File: config.mk
export PLATFORM = sky130hd
export DESIGN_NAME = masked_byte_pattern_scan
export DESIGN_NICKNAME = d
export VERILOG_FILES = /design/src/rtl/core/mbps_pkg.sv /design/src/rtl/core/masked_byte_pattern_scan.sv /design/src/rtl/core/mbps_match.sv
export SDC_FILE = /design/constraint.sdc
export NUM_CORES = 1
export LEC_CHECK = 0
export BUFFER_PORTS_ARGS = -buffer_cell sky130_fd_sc_hd__buf_2
export CORE_AREA = 2 2 251 253
export DETAILED_ROUTE_END_ITERATION = 10
export DIE_AREA = 0 0 253 255
export PLACE_DENSITY = 0.79
export SYNTH_ARGS = -nofsm -noshare
export SYNTH_HDL_FRONTEND = slang
export SYNTH_SLANG_ARGS = --single-unit
File: constraint.sdc
create_clock -name clk -period 14.2 [get_ports clk]
set_input_delay 2.13 -clock clk [delete_from_list [all_inputs] [get_ports clk]]
set_output_delay 2.13 -clock clk [all_outputs]
set_load 0.02 [all_outputs]
File: src/rtl/core/mbps_pkg.sv
// ----------------------------------------------------------------------------
// mbps_pkg
// Shared types and constants for the masked byte pattern scanner.
// ----------------------------------------------------------------------------
`default_nettype none

package mbps_pkg;

    localparam int BYTE_W            = 8;
    localparam int ADDR_W            = 64;
    localparam int COUNT_W           = 32;
    localparam int LEN_CFG_W         = 5;
    localparam int CARE_W            = 16;
    localparam int REG_PATTERN_BYTES = 16;
    localparam int CFG_DATA_W        = 64;
    localparam int CFG_INDEX_W       = 3;

    // Configuration register indexes
    localparam logic [CFG_INDEX_W-1:0] REG_PATTERN_LOW  = 3'd0;
    localparam logic [CFG_INDEX_W-1:0] REG_PATTERN_HIGH = 3'd1;
    localparam logic [CFG_INDEX_W-1:0] REG_CARE_MASK    = 3'd2;
    localparam logic [CFG_INDEX_W-1:0] REG_PATTERN_LEN  = 3'd3;
    localparam logic [CFG_INDEX_W-1:0] REG_BASE_ADDRESS = 3'd4;
    localparam logic [CFG_INDEX_W-1:0] REG_MAX_MATCHES  = 3'd5;

    typedef struct packed {
        logic [BYTE_W-1:0] data_byte;
        logic              last_byte;
    } in_t;

    typedef struct packed {
        logic              match_found;
        logic [ADDR_W-1:0] match_address;
        logic              scan_done;
    } out_t;

    // Pattern settings handed to the compare unit
    typedef struct packed {
        logic [REG_PATTERN_BYTES*BYTE_W-1:0] pattern;
        logic [CARE_W-1:0]                   care_mask;
    } match_cfg_t;

endpackage

`default_nettype wire

File: src/rtl/core/masked_byte_pattern_scan.sv
// ----------------------------------------------------------------------------
// masked_byte_pattern_scan
// Wildcard byte signature search over a streamed buffer.
// ----------------------------------------------------------------------------
// One byte beat is accepted per clock sustained. A beat is held in an input
// register, and the masked compare over the newest len window bytes, the
// offset subtract and the base address add run on it combinationally; the
// result is registered into the output register when the beat advances. Only
// matches and the final byte produce a result beat. byte_ready drops only
// while both the input and output registers are full and result_ready is low.
// Write configuration only while no beats are in flight.
`default_nettype none

module masked_byte_pattern_scan #(
    parameter int PATTERN_BYTES = 16,
    parameter int OFFSET_WIDTH  = 32
) (
    input  logic                                clk,
    input  logic                                rst_n,
    input  logic                                byte_valid,
    output logic                                byte_ready,
    input  mbps_pkg::in_t                       byte_data,
    output logic                                result_valid,
    input  logic                                result_ready,
    output mbps_pkg::out_t                      result_data,
    input  logic                                cfg_write,
    input  logic [mbps_pkg::CFG_INDEX_W-1:0]    cfg_index,
    input  logic [mbps_pkg::CFG_DATA_W-1:0]     cfg_data
);

    import mbps_pkg::*;

    localparam int FILL_W = $clog2(PATTERN_BYTES + 1);

    // Configuration
    logic [CFG_DATA_W-1:0] pattern_low_reg;
    logic [CFG_DATA_W-1:0] pattern_high_reg;
    logic [CARE_W-1:0]     care_mask_reg;
    logic [LEN_CFG_W-1:0]  pattern_length_reg;
    logic [ADDR_W-1:0]     base_address_reg;
    logic [COUNT_W-1:0]    max_matches_reg;

    // Pipeline
    logic                  in_valid_reg;
    in_t                   in_data_reg;
    logic                  result_valid_reg;
    out_t                  result_data_reg;

    // Scan state
    logic [PATTERN_BYTES-1:0][7:0] window_reg;
    logic [PATTERN_BYTES-1:0][7:0] window_next;
    logic [FILL_W-1:0]             fill_reg;
    logic [FILL_W-1:0]             fill_next;
    logic [OFFSET_WIDTH-1:0]       bytes_seen_reg;
    logic [OFFSET_WIDTH-1:0]       bytes_seen_next;
    logic [COUNT_W-1:0]            matches_reported_reg;
    logic [COUNT_W-1:0]            matches_reported_next;

    logic                    advance;
    logic [FILL_W-1:0]       len;
    logic                    hit;
    logic                    room;
    logic                    found;
    logic [OFFSET_WIDTH-1:0] offset;
    logic [ADDR_W-1:0]       address;
    match_cfg_t              match_cfg;

    assign advance    = in_valid_reg && (!result_valid_reg || result_ready);
    assign byte_ready = !in_valid_reg || advance;

    assign result_valid = result_valid_reg;
    assign result_data  = result_data_reg;

    // ---------------- configuration ----------------
    always_ff @(posedge clk or negedge rst_n)
    begin
        if (!rst_n)
        begin
            pattern_low_reg    <= '0;
            pattern_high_reg   <= '0;
            care_mask_reg      <= '0;
            pattern_length_reg <= LEN_CFG_W'(1);
            base_address_reg   <= '0;
            max_matches_reg    <= '0;
        end
        else if (cfg_write)
        begin
            unique case (cfg_index)
                REG_PATTERN_LOW:  pattern_low_reg    <= cfg_data;
                REG_PATTERN_HIGH: pattern_high_reg   <= cfg_data;
                REG_CARE_MASK:    care_mask_reg      <= cfg_data[CARE_W-1:0];
                REG_PATTERN_LEN:  pattern_length_reg <= cfg_data[LEN_CFG_W-1:0];
                REG_BASE_ADDRESS: base_address_reg   <= cfg_data;
                REG_MAX_MATCHES:  max_matches_reg    <= cfg_data[COUNT_W-1:0];
                default:          ;
            endcase
        end
    end

    // ---------------- compare and step logic ----------------
    always_comb
    begin
        window_next[0] = in_data_reg.data_byte;
        for (int k = 1; k < PATTERN_BYTES; k++)
        begin
            window_next[k] = window_reg[k-1];
        end
    end

    always_comb
    begin
        if (int'(pattern_length_reg) > PATTERN_BYTES)
        begin
            len = FILL_W'(PATTERN_BYTES);
        end
        else
        begin
            len = FILL_W'(pattern_length_reg);
        end
    end

    assign match_cfg.pattern   = {pattern_high_reg, pattern_low_reg};
    assign match_cfg.care_mask = care_mask_reg;

    mbps_match #(
        .PATTERN_BYTES (PATTERN_BYTES),
        .LEN_W         (FILL_W)
    ) u_match (
        .window (window_next),
        .len    (len),
        .cfg    (match_cfg),
        .hit    (hit)
    );

    always_comb
    begin
        if (int'(fill_reg) < PATTERN_BYTES)
        begin
            fill_next = fill_reg + FILL_W'(1);
        end
        else
        begin
            fill_next = fill_reg;
        end
    end

    assign bytes_seen_next = bytes_seen_reg + OFFSET_WIDTH'(1);
    assign room  = (max_matches_reg == '0) || (matches_reported_reg < max_matches_reg);
    assign found = (len != '0) && (fill_next >= len) && hit && room;

    assign matches_reported_next = (found && (matches_reported_reg != '1)) ?
                                   matches_reported_reg + COUNT_W'(1) :
                                   matches_reported_reg;

    // Start offset of a match ending on this byte, wrapped to the counter width
    assign offset  = bytes_seen_next - OFFSET_WIDTH'(len);
    assign address = base_address_reg + ADDR_W'(offset);

    // ---------------- state ----------------
    always_ff @(posedge clk)
    begin
        if (advance)
        begin
            window_reg <= window_next;
        end
    end

    always_ff @(posedge clk or negedge rst_n)
    begin
        if (!rst_n)
        begin
            fill_reg             <= '0;
            bytes_seen_reg       <= '0;
            matches_reported_reg <= '0;
        end
        else if (advance)
        begin
            if (in_data_reg.last_byte)
            begin
                fill_reg             <= '0;
                bytes_seen_reg       <= '0;
                matches_reported_reg <= '0;
            end
            else
            begin
                fill_reg             <= fill_next;
                bytes_seen_reg       <= bytes_seen_next;
                matches_reported_reg <= matches_reported_next;
            end
        end
    end

    // ---------------- input register ----------------
    always_ff @(posedge clk or negedge rst_n)
    begin
        if (!rst_n)
        begin
            in_valid_reg <= 1'b0;
        end
        else if (byte_valid && byte_ready)
        begin
            in_valid_reg <= 1'b1;
        end
        else if (advance)
        begin
            in_valid_reg <= 1'b0;
        end
    end

    always_ff @(posedge clk)
    begin
        if (byte_valid && byte_ready)
        begin
            in_data_reg <= byte_data;
        end
    end

    // ---------------- result register ----------------
    always_ff @(posedge clk or negedge rst_n)
    begin
        if (!rst_n)
        begin
            result_valid_reg <= 1'b0;
        end
        else if (advance)
        begin
            result_valid_reg <= found || in_data_reg.last_byte;
        end
        else if (result_ready)
        begin
            result_valid_reg <= 1'b0;
        end
    end

    always_ff @(posedge clk)
    begin
        if (advance)
        begin
            result_data_reg.match_found   <= found;
            result_data_reg.match_address <= found ? address : '0;
            result_data_reg.scan_done     <= in_data_reg.last_byte;
        end
    end

    // ---------------- assertions ----------------
    a_no_empty_result: assert property (@(posedge clk) disable iff (!rst_n)
        result_valid_reg |-> (result_data_reg.match_found || result_data_reg.scan_done))
        else $error("result beat carries neither match nor done");

    a_address_zero: assert property (@(posedge clk) disable iff (!rst_n)
        (result_valid_reg && !result_data_reg.match_found) |->
        (result_data_reg.match_address == '0))
        else $error("address nonzero without match");

    a_clear_on_last: assert property (@(posedge clk) disable iff (!rst_n)
        (advance && in_data_reg.last_byte) |=>
        (fill_reg == '0 && bytes_seen_reg == '0 && matches_reported_reg == '0))
        else $error("counters not cleared after last byte");

    a_fill_bound: assert property (@(posedge clk) disable iff (!rst_n)
        int'(fill_reg) <= PATTERN_BYTES)
        else $error("window fill beyond window depth");

    a_stall_cause: assert property (@(posedge clk) disable iff (!rst_n)
        !byte_ready |-> (in_valid_reg && result_valid_reg && !result_ready))
        else $error("input stalled without a full pipeline");

endmodule

`default_nettype wire

File: src/rtl/core/mbps_match.sv
// ----------------------------------------------------------------------------
// mbps_match
// Masked compare of the newest len window bytes against the pattern.
// ----------------------------------------------------------------------------
`default_nettype none

module mbps_match #(
    parameter int PATTERN_BYTES = 16,
    parameter int LEN_W         = 5
) (
    input  logic [PATTERN_BYTES-1:0][7:0] window,
    input  logic [LEN_W-1:0]              len,
    input  mbps_pkg::match_cfg_t          cfg,
    output logic                          hit
);

    import mbps_pkg::*;

    localparam int NCMP  = (PATTERN_BYTES < REG_PATTERN_BYTES) ?
                           PATTERN_BYTES : REG_PATTERN_BYTES;
    localparam int AGE_W = (PATTERN_BYTES > 1) ? $clog2(PATTERN_BYTES) : 1;

    // Pattern byte i lines up with the byte received len-1-i beats ago;
    // bytes beyond the care mask are wildcards.
    always_comb
    begin
        logic [AGE_W-1:0] age;
        age = '0;
        hit = 1'b1;
        for (int i = 0; i < NCMP; i++)
        begin
            if ((int'(len) > i) && cfg.care_mask[i])
            begin
                age = AGE_W'(int'(len) - 1 - i);
                if (window[age] != cfg.pattern[BYTE_W*i +: BYTE_W])
                begin
                    hit = 1'b0;
                end
            end
        end
    end

endmodule

`default_nettype wire

==> out/metrics.json, run 1 <==
{
  "run_status": {
    "run_status": "finished, final reports clean"
  },
  "final_layout": {
    "num_antenna_cells": 0,
    "final_net_count": 3218,
    "fillers": 4972,
    "post_route_cells_drive_above_1_share_pct": 22.9,
    "largest_register_ffs": 120,
    "finalNonFillerCells": 3891,
    "finalInstanceArea_sq_um": 36900,
    "area_grow_syn2layout_pct": 9.52
  },
  "critical_path": {
    "startpoint_to_endpoint_class_of_the_critical_path": "reg2reg",
    "timing.critical_path.to_type": "register",
    "crit-reg2reg-capture": "matches_reported_reg[4]",
    "start_kind": "register",
    "worst-path-max-fanout": 48,
    "reg2reg_from": "pattern_length_reg[4]",
    "required_ns": 14.73,
    "worst_ep_arrival_time_ns": 8.77,
    "worstRegToRegCells": 19,
    "reg2reg_setup_slack_ns": 5.96
  },
  "die": {
    "die_x_um": 253,
    "chip_height_um": 255,
    "coreArea_sq_um": 62200,
    "pin_count": 149,
    "die_area_sq_um": 64500,
    "initial_core_util_pct": 54.1,
    "floorplan.rows": 92
  },
  "timing": {
    "period_minus_slack_ns": 8.24,
    "relSlewSlack_pct": 15.2,
    "grt_setup_unrepaired": "no",
    "timing.final.hold_violations": 0,
    "max_slew.worst_pin.slew_ns": 1.25,
    "slew_violations": 0,
    "fmax_ghz": 0.121,
    "finalSetupViolCount": 0,
    "tns_ns": 0,
    "final.period_utilization_pct": 58.0,
    "timing.clock.skew_ns": 0.0282
  },
  "synthesis": {
    "syn_area_sq_um": 33700,
    "top_cells_by_area_in_the_synthesized_netlist": "sky130_fd_sc_hd__dfrtp_1, sky130_fd_sc_hd__edfxtp_1, sky130_fd_sc_hd__mux4_2",
    "netlist.top_cell.by_area": "sky130_fd_sc_hd__dfrtp_1",
    "ys_ff_latch": 511,
    "synth_async_sr_flop_share_pct": 61.8,
    "synth_nets": 3147,
    "seq_area_frac_synth_pct": 40.9,
    "synth.avg_cell_area_sq_um": 11.3,
    "ys_warn_count": 0,
    "postSynthCellCount": 2975,
    "synthDistinctLibCells": 93,
    "synth_edf_count": 195,
    "yosys.area.top_type_share_pct": 23.4,
    "synthFlopType": "sky130_fd_sc_hd__dfrtp_1"
  },
  "job": {
    "cap_violations": 0
  },
  "routing": {
    "route.vias.total": 26242,
    "route.antenna.remaining_nets": 0,
    "route.detailed.drc": 0,
    "detail_route.vias_per_cell": 6.74,
    "drt_wl_total_mm": 106,
    "post_drt_wl_per_cell_um": 27.1,
    "drtIter0Drc": 2986,
    "detailedRoute.firstPassIterationCount": 6
  },
  "global_route": {
    "number_of_global_route_vias_before_repair": 25686,
    "gr-usage-met2_pct": 50.9,
    "globalRoute.busiestLayer": "met2",
    "global_route.overflow_total": 0,
    "use_met1_pct": 42.4,
    "grt_max_degree": 98,
    "grtUsageMet3_pct": 6.96,
    "wire_length_of_the_first_global_routing_pass_mm": 159,
    "initial_antenna_violation_count": 1,
    "globalRouteTotalUtil_pct": 32.5
  },
  "pwr": {
    "ir_worst_vdd_mv": 0.132,
    "cellPowerDensity_nw_per_um2": 193,
    "total_power_mw": 7.10,
    "static-leakage-power_nw": 14.9
  },
  "clock_tree": {
    "cts_sinks": 511,
    "cts.root.buffer_cell": "sky130_fd_sc_hd__clkbuf_16",
    "worstSkewPairLatency_ns": 0.63,
    "numCtsBuffers": 55,
    "cts_setup_buffers": 0,
    "post_cts_resized": 0,
    "tritoncts": "built",
    "htree_levels": 2,
    "postCtsHoldBufs": 0,
    "clk_transition_reported_paths_ns": 0.06,
    "clockBufferDepth": 3
  },
  "hold_path": {
    "hold_path.startpoint": "window_next[63]",
    "worst_hold_path_type": "reg2reg",
    "hold-path-cell-count": 0,
    "hold-path-endpoint": "window_next[71]"
  },
  "placed_design": {
    "dpl.cell_count": 3788,
    "post_detailed_placement_half_perimeter_wirelength_mm": 78.0,
    "globalplace.congestion": 1.02,
    "placement.io_buffers": 148,
    "postPlaceCellArea_sq_um": 35000
  }
}
-- cells in the final DEF, fill, tap and decap left out, types with 12 or more instances in the layout --
cell type / netlist / routed
sky130_fd_sc_hd__a21o_1: 47 / 47
sky130_fd_sc_hd__a21oi_1: 103 / 103
sky130_fd_sc_hd__a22oi_1: 15 / 15
sky130_fd_sc_hd__a31oi_1: 22 / 22
sky130_fd_sc_hd__and2_1: 25 / 25
sky130_fd_sc_hd__and3_1: 33 / 33
sky130_fd_sc_hd__and4_1: 13 / 13
sky130_fd_sc_hd__buf_2: 29 / 147
sky130_fd_sc_hd__buf_4: 12 / 44
sky130_fd_sc_hd__clkbuf_1: 107 / 14
sky130_fd_sc_hd__clkbuf_16: 0 / 57
sky130_fd_sc_hd__dfrtp_1: 315 / 315
sky130_fd_sc_hd__edfxtp_1: 195 / 195
sky130_fd_sc_hd__ha_1: 89 / 88
sky130_fd_sc_hd__inv_1: 93 / 91
sky130_fd_sc_hd__mux2_2: 242 / 242
sky130_fd_sc_hd__mux2i_1: 253 / 253
sky130_fd_sc_hd__mux4_2: 137 / 137
sky130_fd_sc_hd__nand2_1: 163 / 163
sky130_fd_sc_hd__nand2b_1: 22 / 21
sky130_fd_sc_hd__nand3_1: 64 / 64
sky130_fd_sc_hd__nand4_1: 50 / 50
sky130_fd_sc_hd__nor2_1: 151 / 151
sky130_fd_sc_hd__nor2b_1: 16 / 16
sky130_fd_sc_hd__nor3_1: 43 / 42
sky130_fd_sc_hd__nor3b_1: 32 / 31
sky130_fd_sc_hd__nor4_1: 29 / 29
sky130_fd_sc_hd__o211ai_1: 21 / 21
sky130_fd_sc_hd__o21a_1: 17 / 17
sky130_fd_sc_hd__o21ai_0: 136 / 136
sky130_fd_sc_hd__o22ai_1: 16 / 16
sky130_fd_sc_hd__o31ai_1: 15 / 15
sky130_fd_sc_hd__or2_2: 12 / 12
sky130_fd_sc_hd__or3_1: 25 / 25
sky130_fd_sc_hd__xnor2_1: 161 / 161
sky130_fd_sc_hd__xor2_1: 56 / 56
-- where the power goes --
part / total (mW) / switching (mW) / internal (mW) / leakage, nW
Combinational: 3.57 / 2.04 / 1.52 / 8.16
Clock: 1.50 / 0.634 / 0.866 / 0.912
Sequential: 2.03 / 0.251 / 1.78 / 5.80
-- worst max-delay path by stage --
stage	end	from
2_1_floorplan	bytes_seen_reg[24]	result_ready
3_3_place_gp	matches_reported_reg[4]	pattern_length_reg[4]
3_5_place_dp	matches_reported_reg[4]	pattern_length_reg[4]
4_1_cts	matches_reported_reg[4]	pattern_length_reg[4]
5_1_grt	matches_reported_reg[4]	pattern_length_reg[4]
6_report	matches_reported_reg[4]	pattern_length_reg[4]
-- critical path, stage by stage (launching register included) --
cell and delay (ns):
sky130_fd_sc_hd__dfrtp_1 0.33, sky130_fd_sc_hd__buf_4 0.50, sky130_fd_sc_hd__inv_2 0.44, sky130_fd_sc_hd__nand2_4 0.42
sky130_fd_sc_hd__ha_1 0.44, sky130_fd_sc_hd__nand2b_1 0.32, sky130_fd_sc_hd__a22o_1 0.31, sky130_fd_sc_hd__buf_4 0.28
sky130_fd_sc_hd__xnor2_2 0.66, sky130_fd_sc_hd__buf_4 0.39, sky130_fd_sc_hd__mux4_2 0.53, sky130_fd_sc_hd__mux2i_1 0.17
sky130_fd_sc_hd__xor2_1 0.10, sky130_fd_sc_hd__nor4_1 0.41, sky130_fd_sc_hd__a31oi_1 0.34, sky130_fd_sc_hd__nor4_1 0.25
sky130_fd_sc_hd__or4b_2 0.95, sky130_fd_sc_hd__buf_4 0.43, sky130_fd_sc_hd__or4_1 0.57, sky130_fd_sc_hd__a21oi_1 0.21
-- synth_stat cells (all sizes together) (12+ instances only) --
| cell | number |
|---|---|
| a21o | 47 |
| a21oi | 103 |
| a22oi | 16 |
| a31oi | 23 |
| and2 | 25 |
| and3 | 33 |
| and4 | 13 |
| buf | 71 |
| clkbuf | 107 |
| dfrtp | 315 |
| edfxtp | 195 |
| ha | 89 |
| inv | 100 |
| mux2 | 242 |
| mux2i | 253 |
| mux4 | 137 |
| nand2 | 165 |
| nand2b | 22 |
| nand3 | 64 |
| nand4 | 50 |
| nor2 | 152 |
| nor2b | 16 |
| nor3 | 44 |
| nor3b | 32 |
| nor4 | 29 |
| o211ai | 21 |
| o21a | 17 |
| o21ai | 140 |
| o22ai | 16 |
| o31ai | 15 |
| or2 | 12 |
| or3 | 25 |
| xnor2 | 166 |
| xor2 | 56 |
-- cell families after synthesis --
| group | Yosys count | share of synthesized area, % |
|---|---|---|
| compound gates | 522 | 10.3 |
| xor+xnor | 222 | 5.89 |
| fa+ha+maj | 91 | 3.43 |
| buf+inv | 278 | 3.57 |
| flops | 511 | 40.9 |
| mux | 632 | 24.8 |
| simple gates | 719 | 11.2 |
-- routing by layer --
layer / wire (um) / vias to the layer above
met1: 41400 / 13138
met5: 92 / -
met2: 48100 / 1386
met4: 6350 / 2
met3: 9570 / 315
li1: - / 11401
-- layout make-up --
type / count / area [sq um] / area share, %
clock buffer: 77 / 1560 / 4.24
clock inverter: 26 / 310 / 0.842
inverter: 100 / 385 / 1.05
multi-input combinational: 2186 / 18800 / 50.9
sequential: 511 / 13800 / 37.4
tap: 799 / 1000 / 2.71
timing repair buffer: 192 / 1080 / 2.93
-- per-stage QoR --
stage / setup WS, ns / utilization, % / hold slack, ns
2_1_floorplan: 5.61 / - / 0.424
3_3_place_gp: 6.43 / 56.3 / 0.488
3_5_place_dp: 6.21 / 56.3 / 0.491
4_1_cts: 6.17 / 59.3 / 0.506
5_1_grt: 5.58 / 59.3 / 0.530
6_report: 5.96 / 59.3 / 0.510
Note: power is estimated with default switching activity, not from simulation.
==> run 2, diff against run 1 <==
Settings changed: ABC_AREA set to 1, CORE_AREA 2 2 251 253 to 2 2 254 256, DIE_AREA 0 0 253 255 to 0 0 256 258, PLACE_DENSITY 0.79 to 0.82.
Clock period 14.2 ns to 7.4 ns, I/O delays scaled along.
==> run 2 against run 1 <==
Compared with the run above: hold slack got worse by 0.065 ns; clock skew is 0.0059 ns lower; final cell count grew 52%; sequential power rose by 92%; sequential share of layout area is 0.93 points lower; via count increased by 32%; synthesized area grew 2.2%; critical path type unchanged; non-clock buffer count fell by 6; highest routed layer unchanged.
==> out/metrics.json, run 2 <==
{
  "run_status": {
    "run_status": "finished, final reports clean"
  },
  "die": {
    "die_area": {"value": 66000, "unit": "sq um", "change": "+2.4%"},
    "die_x": {"value": 256, "unit": "um", "change": "+1.2%"},
    "floorplan.rows": {"value": 93, "change": "+1.1%"},
    "initial_core_util": {"value": 54.1, "unit": "%", "change": "-0.096 points"},
    "pin_count": {"value": 149, "change": "unchanged"},
    "coreArea": {"value": 63600, "unit": "sq um", "change": "+2.4%"},
    "chip_height": {"value": 258, "unit": "um", "change": "+1.2%"}
  },
  "pwr": {
    "ir_worst_vdd": {"value": 0.224, "unit": "mV", "change": "+69%"},
    "static-leakage-power": {"value": 18.7, "unit": "nW", "change": "+26%"},
    "cellPowerDensity": {"value": 397, "unit": "nW/um^2", "change": "+110%"}
  },
  "timing": {
    "timing.clock.skew": {"value": 0.0223, "unit": "ns", "change": "-0.00590 ns"},
    "max_slew.worst_pin.slew": {"value": 1.14, "unit": "ns", "change": "-0.111 ns"},
    "slew_violations": {"value": 0, "change": "unchanged"},
    "fmax": {"value": 0.156, "unit": "GHz", "change": "+28%"},
    "period_minus_slack": {"value": 6.43, "unit": "ns", "change": "-1.81 ns"},
    "finalSetupViolCount": {"value": 0, "change": "unchanged"},
    "final.period_utilization": {"value": 86.9, "unit": "%", "change": "+29 points"},
    "relSlewSlack": {"value": 23.6, "unit": "%", "change": "+8.3 points"},
    "grt_setup_unrepaired": "no",
    "tns": {"value": 0, "unit": "ns", "change": "unchanged"},
    "timing.final.hold_violations": {"value": 0, "change": "unchanged"}
  },
  "clock_tree": {
    "cts.root.buffer_cell": "sky130_fd_sc_hd__clkbuf_16",
    "post_cts_resized": {"value": 0, "change": "unchanged"},
    "clk_transition_reported_paths": {"value": 0.06, "unit": "ns", "change": "about the same"},
    "numCtsBuffers": {"value": 58, "change": "+5.5%"},
    "clockBufferDepth": {"value": 3, "change": "unchanged"},
    "cts_sinks": {"value": 511, "change": "unchanged"},
    "postCtsHoldBufs": {"value": 0, "change": "unchanged"},
    "worstSkewPairLatency": {"value": 0.65, "unit": "ns", "change": "+0.02 ns"},
    "cts_setup_buffers": {"value": 0, "change": "unchanged"},
    "tritoncts": "built",
    "htree_levels": {"value": 2, "change": "unchanged"}
  },
  "global_route": {
    "grt_max_degree": {"value": 141, "change": "+44%"},
    "initial_antenna_violation_count": {"value": 3, "change": "+2"},
    "globalRouteTotalUtil": {"value": 37.4, "unit": "%", "change": "+4.9 points"},
    "global_route.overflow_total": {"value": 0, "change": "unchanged"},
    "wire_length_of_the_first_global_routing_pass": {"value": 190, "unit": "mm", "change": "+20%"},
    "number_of_global_route_vias_before_repair": {"value": 32031, "change": "+25%"}
  },
  "synthesis": {
    "yosys.area_share.xor_xnor": {"value": 2.37, "unit": "%", "change": "-3.5 points"},
    "top_cells_by_area_in_the_synthesized_netlist": "sky130_fd_sc_hd__dfrtp_1, sky130_fd_sc_hd__nand2_1, sky130_fd_sc_hd__edfxtp_1",
    "synthDistinctLibCells": {"value": 46, "change": "-51%"},
    "synthFlopType": "sky130_fd_sc_hd__dfrtp_1",
    "postSynthCellCount": {"value": 4965, "change": "+67%"},
    "synth_mux_area_share": {"value": 0, "unit": "%", "change": "-25 points"},
    "seq_area_frac_synth": {"value": 40.0, "unit": "%", "change": "-0.89 points"},
    "leading_cell_type_by_number_of_instances_after_synthesis": "sky130_fd_sc_hd__nand2_1",
    "ys_warn_count": {"value": 0, "change": "unchanged"},
    "synth_async_sr_flop_share": {"value": 61.8, "unit": "%", "change": "unchanged"},
    "synth_top_family_by_area": "simple AND/OR/NAND/NOR gates",
    "syn_area": {"value": 34400, "unit": "sq um", "change": "+2.2%"},
    "yosys.area.top_type_share": {"value": 22.9, "unit": "%", "change": "-0.51 points"},
    "ys_top_cells_by_count": "sky130_fd_sc_hd__nand2_1, sky130_fd_sc_hd__nand3_1, sky130_fd_sc_hd__inv_1",
    "post_synth_and_or_nand_nor_area_fraction": {"value": 38.2, "unit": "%", "change": "+27 points"},
    "netlist.top_cell.by_area": "sky130_fd_sc_hd__dfrtp_1",
    "ys_ff_latch": {"value": 511, "change": "unchanged"},
    "synth_nets": {"value": 5137, "change": "+63%"},
    "synth_edf_count": {"value": 195, "change": "unchanged"},
    "area_fraction_in_compound_gates_after_synthesis": {"value": 8.15, "unit": "%", "change": "-2.1 points"},
    "synth.avg_cell_area": {"value": 6.93, "unit": "sq um", "change": "-39%"},
    "synth_fa_ha_area_share": {"value": 3.35, "unit": "%", "change": "-0.074 points"}
  },
  "critical_path": {
    "slowest_cell_on_the_critical_path": "sky130_fd_sc_hd__nor4_1",
    "worst-path-max-fanout": {"value": 14, "change": "-71%"},
    "timing.critical_path.to_type": "register",
    "required": {"value": 7.80, "unit": "ns", "change": "-6.93 ns"},
    "start_kind": "register",
    "startpoint_to_endpoint_class_of_the_critical_path": "reg2reg",
    "worst_ep_arrival_time": {"value": 6.83, "unit": "ns", "change": "-1.94 ns"},
    "reg2reg_setup_slack": {"value": 0.97, "unit": "ns", "change": "-4.99 ns"},
    "max_stage_delay": {"value": 0.65, "unit": "ns", "change": "-0.30 ns"},
    "critPathMostFrequentCell": "sky130_fd_sc_hd__nand3_1"
  },
  "routing": {
    "met3RoutedLength": {"value": 12.6, "unit": "mm", "change": "+32%"},
    "post_drt_wl_per_cell": {"value": 21.2, "unit": "um", "change": "-22%"},
    "route.detailed.drc": {"value": 0, "change": "unchanged"},
    "met2WireLength": {"value": 53.9, "unit": "mm", "change": "+12%"},
    "detailedRoute.firstPassIterationCount": {"value": 10, "change": "+4"},
    "drt_wl_total": {"value": 125, "unit": "mm", "change": "+19%"},
    "route.vias.total": {"value": 34726, "change": "+32%"},
    "detail_route.wirelength.met1": {"value": 50.9, "unit": "mm", "change": "+23%"},
    "detail_route.vias_per_cell": {"value": 5.87, "change": "-13%"},
    "route.top_layer_used": "met5",
    "drtIter0Drc": {"value": 4535, "change": "+52%"},
    "route.antenna.remaining_nets": {"value": 0, "change": "unchanged"}
  },
  "placed_design": {
    "post_detailed_placement_half_perimeter_wirelength": {"value": 92.9, "unit": "mm", "change": "+19%"},
    "placement.io_buffers": {"value": 148, "change": "unchanged"},
    "globalplace.congestion": {"value": 1.06, "change": "+3.6%"},
    "postPlaceCellArea": {"value": 35700, "unit": "sq um", "change": "+2.1%"},
    "dpl.cell_count": {"value": 5806, "change": "+53%"}
  },
  "final_layout": {
    "layout_common_cells": "sky130_fd_sc_hd__nand2_1, sky130_fd_sc_hd__nand3_1, sky130_fd_sc_hd__inv_1, sky130_fd_sc_hd__o21ai_0, sky130_fd_sc_hd__dfrtp_1",
    "multiInputGateArea": {"value": 18000, "unit": "sq um", "change": "-4.3%"},
    "fillers": {"value": 6023, "change": "+21%"},
    "final_net_count": {"value": 5183, "change": "+61%"},
    "finalInstanceArea": {"value": 37800, "unit": "sq um", "change": "+2.5%"},
    "layout_commonest_cell": "sky130_fd_sc_hd__nand2_1",
    "finish.utilization": {"value": 59.4, "unit": "%", "change": "+0.076 points"},
    "finalNonFillerCells": {"value": 5916, "change": "+52%"},
    "register_area": {"value": 13800, "unit": "sq um", "change": "about the same"},
    "area_grow_syn2layout_pct": 9.85,
    "post_route_cells_drive_above_1_share": {"value": 6.82, "unit": "%", "change": "-16 points"},
    "largest_register_ffs": {"value": 120, "change": "unchanged"},
    "num_antenna_cells": {"value": 0, "change": "unchanged"}
  },
  "job": {
    "cap_violations": {"value": 0, "change": "unchanged"}
  },
  "hold_path": {
    "worst_hold_path_type": "in2async"
  }
}
## run 2: final cells by class
type	count	area share (%)
Clock buffer	78	4.56
Tap cell	855	2.83
Sequential cell	511	36.4
Multi-Input combinational cell	3759	47.5
Timing Repair Buffer	186	2.87
Inverter	495	4.94
Clock inverter	32	0.877
## run 2: path summary, 6_finish.rpt
| kind | startpoint | end | depth (start not counted) |
|---|---|---|---|
| max in group asynchronous | rst_n | pattern_low_reg[22] | 2 |
| worst max register to register | pattern_length_reg[4] | result_data[58] | 31 |
| worst max-delay path | pattern_length_reg[4] | result_data[58] | 31 |
| worst min register to register | window_next[97] | window_next[105] | 0 |
| min in group clk | window_next[97] | window_next[105] | 0 |
| worst min-delay path | rst_n | bytes_seen_reg[30] | 1 |
## run 2: critical path, delay by kind of cell, from the launching register on
kind                     cells  cell delay, ns
adder cells (fa/ha/maj)      2            0.74
AO/OA/AOI/OAI                2            0.32
AND/OR/NAND/NOR             21            3.91
buffers and inverters        6            0.70
flip-flops                   1            0.54
## run 2: per-stage QoR
| step | hold WS, ns | worst slack (ns) | power (mW) |
|---|---|---|---|
| 3_5_place_dp | 0.434 | 1.09 | 11.7 |
| 5_1_grt | 0.452 | 0.354 | 15.9 |
| 3_3_place_gp | 0.430 | 1.16 | 11.6 |
| 4_1_cts | 0.433 | 1.10 | 14.7 |
| 6_report | 0.445 | 0.969 | 15.0 |
| 2_1_floorplan | 0.424 | 0.129 | 9.28 |
## run 2: power breakdown
group / switching, mW / leakage, nW / total, mW / internal (mW)
Combinational: 5.67 / 11.7 / 8.04 / 2.37
Clock: 1.29 / 0.994 / 3.08 / 1.79
Sequential: 0.445 / 5.97 / 3.89 / 3.44
## run 2: per-layer routing
layer,up-vias,global-route usage [%]
met4,4,21.0
met3,372,6.84
met2,1825,57.1
met1,16091,50.5
li1,16434,-
met5,-,0
## run 2: cell families after synthesis
logic type,after synthesis
AOI/OAI and AO/OA,531
xor gates and xnor gates,93
DFF,511
adders and majority gates,91
buffers and inverters,695
and+or+nand+nor,3044
